===== config.mk =====
export PLATFORM = sky130hd
export DESIGN_NAME = qmm_map
export DESIGN_NICKNAME = d
export VERILOG_FILES = /design/src/rtl/core/qmm_pkg.sv /design/src/rtl/core/qmm_map.sv
export SDC_FILE = /design/constraint.sdc
export NUM_CORES = 2
export LEC_CHECK = 0
export BUFFER_PORTS_ARGS = -buffer_cell sky130_fd_sc_hd__buf_2
export CORE_UTILIZATION = 55
export DETAILED_ROUTE_END_ITERATION = 8
export GPL_TIMING_DRIVEN = 0
export HOLD_SLACK_MARGIN = 0.15
export MAX_ROUTING_LAYER = met4
export PLACE_DENSITY_LB_ADDON = 0.1
export SYNTH_ARGS = -nofsm -noshare
export SYNTH_HDL_FRONTEND = slang
export SYNTH_SLANG_ARGS = --single-unit

===== constraint.sdc =====
create_clock -name clk_i -period 6.4 [get_ports clk_i]
set_clock_uncertainty 0.05 [all_clocks]
set_input_delay 0.96 -clock clk_i [delete_from_list [all_inputs] [get_ports clk_i]]
set_output_delay 0.96 -clock clk_i [all_outputs]
set_load 0.01 [all_outputs]

===== src/rtl/core/qmm_pkg.sv =====
`default_nettype none

package qmm_pkg;

  // Input word: total thrust and the three torques, signed Q16.16
  typedef struct packed {
    logic signed [31:0] thrust;
    logic signed [31:0] roll_torque;
    logic signed [31:0] pitch_torque;
    logic signed [31:0] yaw_torque;
  } mix_in_t;

  // Result word: four motor commands, signed Q1.14
  typedef struct packed {
    logic signed [15:0] motor_front;
    logic signed [15:0] motor_back;
    logic signed [15:0] motor_left;
    logic signed [15:0] motor_right;
  } mix_out_t;

  // Configuration register map
  localparam int unsigned CfgW    = 32;
  localparam int unsigned CfgIdxW = 2;
  typedef enum logic [CfgIdxW-1:0] {
    RegInvHalfArm    = 2'd0,
    RegInvFourDrag   = 2'd1,
    RegInvThrustGain = 2'd2
  } cfg_reg_e;
  localparam logic [CfgW-1:0] CfgOneReset = 32'd65536;

  // Motor lanes
  localparam int unsigned NumMotors  = 4;
  localparam int unsigned MotorFront = 0;
  localparam int unsigned MotorBack  = 1;
  localparam int unsigned MotorLeft  = 2;
  localparam int unsigned MotorRight = 3;

  // Mixing: torque product Q.32 brought to Q.18
  localparam int unsigned ProdW   = 65;
  localparam int unsigned TorqSh  = 14;
  localparam int unsigned TorqW   = ProdW - TorqSh;  // 51
  localparam int unsigned MixW    = 53;
  localparam int unsigned DemW    = 51;              // positive demand, unsigned
  typedef logic [DemW-1:0] demand_t;

  // Scaling by thrust gain, saturation of S at 2^39
  localparam int unsigned HiW     = DemW - 32 + CfgW;  // 51
  localparam int unsigned LoW     = 64;
  localparam int unsigned SumW    = 83;
  localparam int unsigned SW      = 40;
  localparam int unsigned SqPad   = 14;

  // Square root: two result bits per stage
  localparam int unsigned RadW       = 56;
  localparam int unsigned RootW      = RadW / 2;
  localparam int unsigned RemW       = RootW + 2;
  localparam int unsigned SqrtStages = RootW / 2;
  typedef logic [RadW-1:0] rad_t;
  typedef logic [RootW-1:0] sq_root_t;

  typedef struct packed {
    logic [RemW-1:0]  rem;
    logic [RootW-1:0] root;
  } root_acc_t;

  // Output mapping onto -1..1
  localparam int unsigned NW   = 29;
  localparam int unsigned VW   = 26;
  localparam int unsigned RcpW = 52;
  localparam int unsigned EstW = 16;
  localparam int unsigned RmW  = 12;
  localparam logic signed [NW-1:0] Centre   = 29'sd55410688;
  localparam logic signed [NW-1:0] NLim     = 29'sd28672000;
  localparam logic signed [NW-1:0] HalfSpan = 29'sd875;
  localparam logic [RmW-1:0]       Span     = 12'd1750;
  localparam logic [VW-1:0]        RecipM   = 26'd39268272;  // floor(2^36 / 1750)
  localparam int unsigned          RecipSh  = 36;
  localparam logic [15:0]          PosOne   = 16'sd16384;
  localparam logic [15:0]          NegOne   = -16'sd16384;

  // Cycles from an accepted word to its result strobe
  localparam int unsigned Latency = 8 + SqrtStages;

  // One step of the digit-by-digit square root
  function automatic root_acc_t root_step(root_acc_t a, logic [1:0] pair);
    logic [RemW-1:0] r;
    logic [RemW-1:0] trial;
    root_acc_t       y;
    r     = {a.rem[RemW-3:0], pair};
    trial = {a.root, 2'b01};
    if (r >= trial) begin
      y.rem  = r - trial;
      y.root = {a.root[RootW-2:0], 1'b1};
    end else begin
      y.rem  = r;
      y.root = {a.root[RootW-2:0], 1'b0};
    end
    return y;
  endfunction

endpackage

`default_nettype wire


===== src/rtl/core/qmm_map.sv =====
`default_nettype none

module qmm_map (
  input  wire logic                                      clk_i,
  input  wire logic                                      rst_ni,
  input  wire logic                                      valid_i,
  input  wire qmm_pkg::sq_root_t [qmm_pkg::NumMotors-1:0] root_i,
  output logic                                           valid_o,
  output logic [qmm_pkg::NumMotors-1:0][15:0]            cmd_o
);

  localparam int unsigned M = qmm_pkg::NumMotors;

  logic                                   vld_a_q, vld_b_q, vld_c_q, vld_d_q;
  logic [M-1:0]                           lo_a_q, hi_a_q, lo_b_q, hi_b_q, lo_c_q, hi_c_q;
  logic [M-1:0]                           lo_d, hi_d;
  logic [M-1:0][qmm_pkg::VW-1:0]          v_d, v_a_q, v_b_q;
  logic [M-1:0][qmm_pkg::RcpW-1:0]        prod_d, prod_q;
  logic [M-1:0][qmm_pkg::EstW-1:0]        est_d, est_q;
  logic [M-1:0][qmm_pkg::RmW-1:0]         rem_d, rem_q;
  logic [M-1:0][15:0]                     cmd_d, cmd_q;
  logic signed [qmm_pkg::NW-1:0]          n   [M];
  logic signed [qmm_pkg::NW-1:0]          v   [M];
  logic [26:0]                            rm  [M];
  logic [16:0]                            r0  [M];

  // Centre the root, flag saturation, offset into a positive numerator
  always_comb begin
    for (int m = 0; m < M; m++) begin
      n[m]    = $signed({1'b0, root_i[m]}) - qmm_pkg::Centre;
      lo_d[m] = (n[m] <= -qmm_pkg::NLim);
      hi_d[m] = (n[m] >= qmm_pkg::NLim);
      v[m]    = n[m] + qmm_pkg::NLim + qmm_pkg::HalfSpan;
      v_d[m]  = v[m][qmm_pkg::VW-1:0];
    end
  end

  // Reciprocal product for the division by the span
  always_comb begin
    for (int m = 0; m < M; m++) begin
      prod_d[m] = qmm_pkg::RcpW'(v_a_q[m]) * qmm_pkg::RcpW'(qmm_pkg::RecipM);
    end
  end

  // Quotient estimate and its remainder
  always_comb begin
    for (int m = 0; m < M; m++) begin
      est_d[m] = prod_q[m][qmm_pkg::RcpW-1:qmm_pkg::RecipSh];
      rm[m]    = 27'(v_b_q[m]) - 27'(est_d[m]) * 27'(qmm_pkg::Span);
      rem_d[m] = rm[m][qmm_pkg::RmW-1:0];
    end
  end

  // Correct the estimate by one and apply saturation
  always_comb begin
    for (int m = 0; m < M; m++) begin
      r0[m] = 17'(est_q[m]) + 17'(rem_q[m] >= qmm_pkg::Span);
      if (lo_c_q[m]) begin
        cmd_d[m] = qmm_pkg::NegOne;
      end else if (hi_c_q[m]) begin
        cmd_d[m] = qmm_pkg::PosOne;
      end else begin
        cmd_d[m] = r0[m][15:0] - qmm_pkg::PosOne;
      end
    end
  end

  always_ff @(posedge clk_i or negedge rst_ni) begin
    if (!rst_ni) begin
      vld_a_q <= 1'b0;
      vld_b_q <= 1'b0;
      vld_c_q <= 1'b0;
      vld_d_q <= 1'b0;
    end else begin
      vld_a_q <= valid_i;
      vld_b_q <= vld_a_q;
      vld_c_q <= vld_b_q;
      vld_d_q <= vld_c_q;
    end
  end

  always_ff @(posedge clk_i) begin
    lo_a_q <= lo_d;
    hi_a_q <= hi_d;
    v_a_q  <= v_d;
    lo_b_q <= lo_a_q;
    hi_b_q <= hi_a_q;
    v_b_q  <= v_a_q;
    prod_q <= prod_d;
    lo_c_q <= lo_b_q;
    hi_c_q <= hi_b_q;
    est_q  <= est_d;
    rem_q  <= rem_d;
    cmd_q  <= cmd_d;
  end

  assign valid_o = vld_d_q;
  assign cmd_o   = cmd_q;

endmodule

`default_nettype wire

== After elaboration in Yosys (flattened, before gate mapping) ==
Index checks and enable logic that the tools add are counted.
W data, S select, Z words.
Cells by class
  add/subtract/negate cells: 24
  multiply operators: 8
  divide/modulo/power cells: 0
  magnitude comparators: 12
  equality and inequality tests: 0
  shift operators: 0
  muxes and demuxes: 4
  bitwise operators: 0
  reductions and logical operators: 4
Operators with widths (number)
  $mul A26 B22 Y48 const B: 4
  $ge A29 B26 Y1 const B: 4
  $le A29 B26 Y1 const B: 4
  $sub A28 B26 Y29 const B: 4
  $add A26 B11 Y26 const B: 4
  $add A26 B26 Y26 const B: 4
  $add A16 B1 Y16: 4
  $mul A16 B10 Y11 const B: 4
  $mux W16: 4
  $sub A16 B15 Y16 const B: 4
  $ge A12 B11 Y1 const B: 4
  $sub A12 B12 Y12: 4
  $reduce_or A2 Y1: 4
Storage, ports and cells
  bits in registers: 548
  bits in latches: 0
  bits in writable memories: 0
  ROM bits: 0
  input port bits: 115
  output and inout port bits: 65
  logic and storage cells: 90
  memories kept: 0

== Logic depth before layout (Yosys ltp) ==
  depth after elaboration: 4
  mapped depth: 24

== Worst setup path before layout ==
No wires, ideal clock.
  path type: reg2reg
  start point: register v_a_q[75] (netlist name)
  end point: register prod_q, in the netlist est_d[47]
  setup time: 0.072 ns
  data arrival time: 6.541 ns
  required time: 6.278 ns
  setup slack: -0.263 ns
  cell stages (with the launch flop): 25
  buffers on the path: 0
  cell sequence: dfxtp_1 inv_1 fa_1 inv_1 fa_1 inv_1 fa_1 inv_1 fa_1 fa_1 fa_1 inv_1 fa_1 inv_1 ha_1 a21o_1 a21o_1 a2111oi_2 o21bai_1 a21oi_2 a21oi_2 a221o_2 a211o_2 a21oi_2 xnor2_1
RTL lines
  start, declared: line qmm_map.sv:17  | logic [M-1:0][qmm_pkg::VW-1:0] v_d, v_a_q, v_b_q;
  start signal, assigned: line qmm_map.sv:85  | v_a_q <= v_d;
  end signal, assigned: line qmm_map.sv:89  | prod_q <= prod_d;
  end, declared: line qmm_map.sv:18  | logic [M-1:0][qmm_pkg::RcpW-1:0] prod_d, prod_q;

==> flow_summary.json <==
{
  "mean_number_of_vias_per_cell": 5.11,
  "worstHoldPathType": "reg2reg",
  "fin_worst_setup_slack_ns": -0.208,
  "clkSinkCount": 412,
  "tightestPinTransition_ns": 0.704,
  "all_layer_gr_usage": 0.274,
  "post-route-min-period_ns": 6.61,
  "post_synth_main_area_contributors": "fa_1 (37%), ha_1 (23%), dfxtp_1 (14%)",
  "cts_root_buf": "clkbuf_16",
  "synth.top_cells.by_count": "inv_1 (1524), fa_1 (1112), ha_1 (1100)",
  "cts-htree-levels": 2,
  "nFillCells": 9151,
  "setup_repair_after_global_routing_missed_its_margin": "true",
  "core_area_um2": 107000,
  "worst_hold_path_stage_count": 0,
  "worst-endpoint-required_ns": 6.92,
  "critPathKind": "reg2reg",
  "synth_fp_nets": 7981,
  "hold_viol": 0,
  "synthToLayoutAreaGrowth_pct": 10.8,
  "placement.setup.worst_slack_ns": -1.27,
  "timing.max_slew.rel_slack": 0.529,
  "detail-route-antenna-nets": 0,
  "cts_buffers": 50,
  "clock_insertion_delay_worst_skew_ns": 0.65,
  "dp_hpwl_mm": 120,
  "drive_gt1_frac": 0.112,
  "outcome": "finished, violations left",
  "clockBufferDepth": 3,
  "nets": 8332,
  "final-setup-viol-count": 19,
  "yosys.cell_count.top_type": "inv_1",
  "crit_fanout": 3,
  "drc_errors": 0,
  "antenna_found_initial": 20,
  "std_cell_rows": 120,
  "vertical_extent_of_the_die_um": 331,
  "fmax_mhz": 151,
  "synth_edf_count": 0,
  "mappedNetlistArea_um2": 59600,
  "grt_first_pass_wirelength_mm": 223,
  "firstDrtPassIters": 4,
  "synthesis.yosys.warnings": 0,
  "critical_path.startpoint_type": "flop",
  "synth-seq-cells": 412,
  "setup_total_negative_slack_ns": -1.92,
  "cts.reportedPaths.clkPinSlew_ns": 0.06,
  "yosysTopAreaCell": "fa_1",
  "drv_slew": 0,
  "initial_core_util": 0.556,
  "first_iter_violations": 1753,
  "cts_tree": "built",
  "yosys_most_used_dff": "dfxtp_1",
  "top_area_cell_type_share_of_the_netlist_area": 0.374,
  "die-width_um": 331,
  "numPortBuffers": 177,
  "post_synthesis_cell_type_count": 72,
  "place_congestion": 0.937,
  "total_of_max_cap_violations": 0,
  "route.final.wire_length_mm": 138,
  "layout_worst_path_cycle_share": 1.03,
  "routed-via-count": 38200,
  "instance_count_of_the_mapped_netlist": 5654,
  "syn_avg_cell_area_um2": 10.5,
  "detail_route.wl_per_cell_um": 18.6,
  "violations": "negative setup slack",
  "grt_start_max_net_pins": 16,
  "critical_path.endpoint_type": "flop",
  "grt.overflow.total": 0,
  "rr_worst_depth": 22,
  "pin_count": 180,
  "die_area_um2": 110000,
  "via_count_of_the_first_global_routing_pass": 41400,
  "synthArstFlopShare": 0.00971,
  "synth-seq-area-share": 0.139,
  "worstPathArrival_ns": 7.13
}
==> flip-flops by register name, summed over array words and instances (netlist names) <==
name,count
est_d,64
rem_q,44
vld_a_q,1
v_a_q,104
cmd_o,64
est_q,64
hi_a_q,4
v_b_q,44
vld_b_q,1
hi_b_q,4
vld_c_q,1
valid_o,1
hi_c_q,4
lo_b_q,4
lo_a_q,4
lo_c_q,4
==> per-layer routing <==
metal  track usage  vias to the layer above  share of wire
met4        0.0666                        0          0.024
met1         0.371                    18800           0.45
met3        0.0479                      179          0.062
li1              -                    18400              -
met2         0.430                      799           0.46
met5             -                        -              0
==> logic make-up (layout without fill, tap and decap cells) <==
family          Yosys count  in the layout  synth area share
fa+ha+maj              2213           2213             0.605
buf+inv                1534           1924            0.0967
compound gates          568            568            0.0608
simple gates            563            563            0.0453
flops                   412            412             0.139
xor+xnor                363            363            0.0534
mux                       1              1          0.000168
other cells               0             16                 0
==> final cells by class <==
cell class                 instances  area (um2)  share of cell area
clock buffer                      61        1370              0.0208
antenna                           16        40.0            0.000607
clock inverter                    30         334             0.00506
timing repair buffer             299        1830              0.0277
buffer                            10        37.5            0.000569
sequential                       412        8570               0.130
multi-input combinational       3708       46300               0.701
inverter                        1524        5780              0.0875
tap                             1403        1760              0.0266
==> layout by cell type (no fill, tap or decap), drive strengths merged, types with 11 or more instances in the layout <==
master	instances
a211oi	13
a21boi	18
a21o	80
a21oi	182
a31oi	16
and2	14
and3	27
buf	298
clkbuf	71
clkinv	14
clkinvlp	18
dfxtp	408
diode	16
fa	1112
ha	1100
inv	1518
nand2	121
nand2b	27
nand3	63
nand4	25
nor2	185
nor2b	21
nor3	28
o21a	35
o21ai	110
o21bai	44
or2	11
or3	12
xnor2	236
xor2	127
==> metrics by stage <==
step	hold slack, ns	area (um2)	std cells	utilization
5_1_grt	0.279	66000	7457	0.616
4_1_cts	0.276	65200	7406	0.608
3_5_place_dp	0.262	62200	7234	0.581
3_3_place_gp	0.260	62200	7234	0.581
2_1_floorplan	0.260	59600	5654	-
6_report	0.275	66000	7463	0.616
==> path summary, 6_finish.rpt <==
path,from,end,slack (ns)
max,v_a_q[70],est_d[47],-0.21
min,est_d[47],est_q[47],0.28
max reg2reg,v_a_q[70],est_d[47],-0.21
min reg2reg,est_d[47],est_q[47],0.28
max in group asynchronous,rst_ni,vld_c_q,5.58
min in group asynchronous,rst_ni,valid_o,0.60
==> critical path: stages, from the launching register on <==
cell       delay (ns)
dfxtp_4          0.37
inv_4            0.05
fa_1             0.52
inv_1            0.05
fa_1             0.50
inv_1            0.05
fa_1             0.49
inv_1            0.07
fa_1             0.46
fa_2             0.61
fa_1             0.45
fa_1             0.44
ha_1             0.30
a21o_1           0.16
a21o_1           0.20
a211oi_2         0.28
o21ai_2          0.17
o2111ai_4        0.26
a21oi_2          0.11
a221o_2          0.38
a211o_2          0.33
a21oi_2          0.15
xnor2_1          0.12
==> timing repair <==
item                                    in CTS  in global routing
buffers inserted                            80                 45
hold buffers                                 1                  0
resized for setup                          234                112
hold endpoints to repair                     4                  0
pin swaps                                   75                 79
endpoints found under the setup margin      61                 53
Power is left out: the tool's default activity adds up to more than one toggle a clock period on the data nets, which glitch-free logic cannot reach.
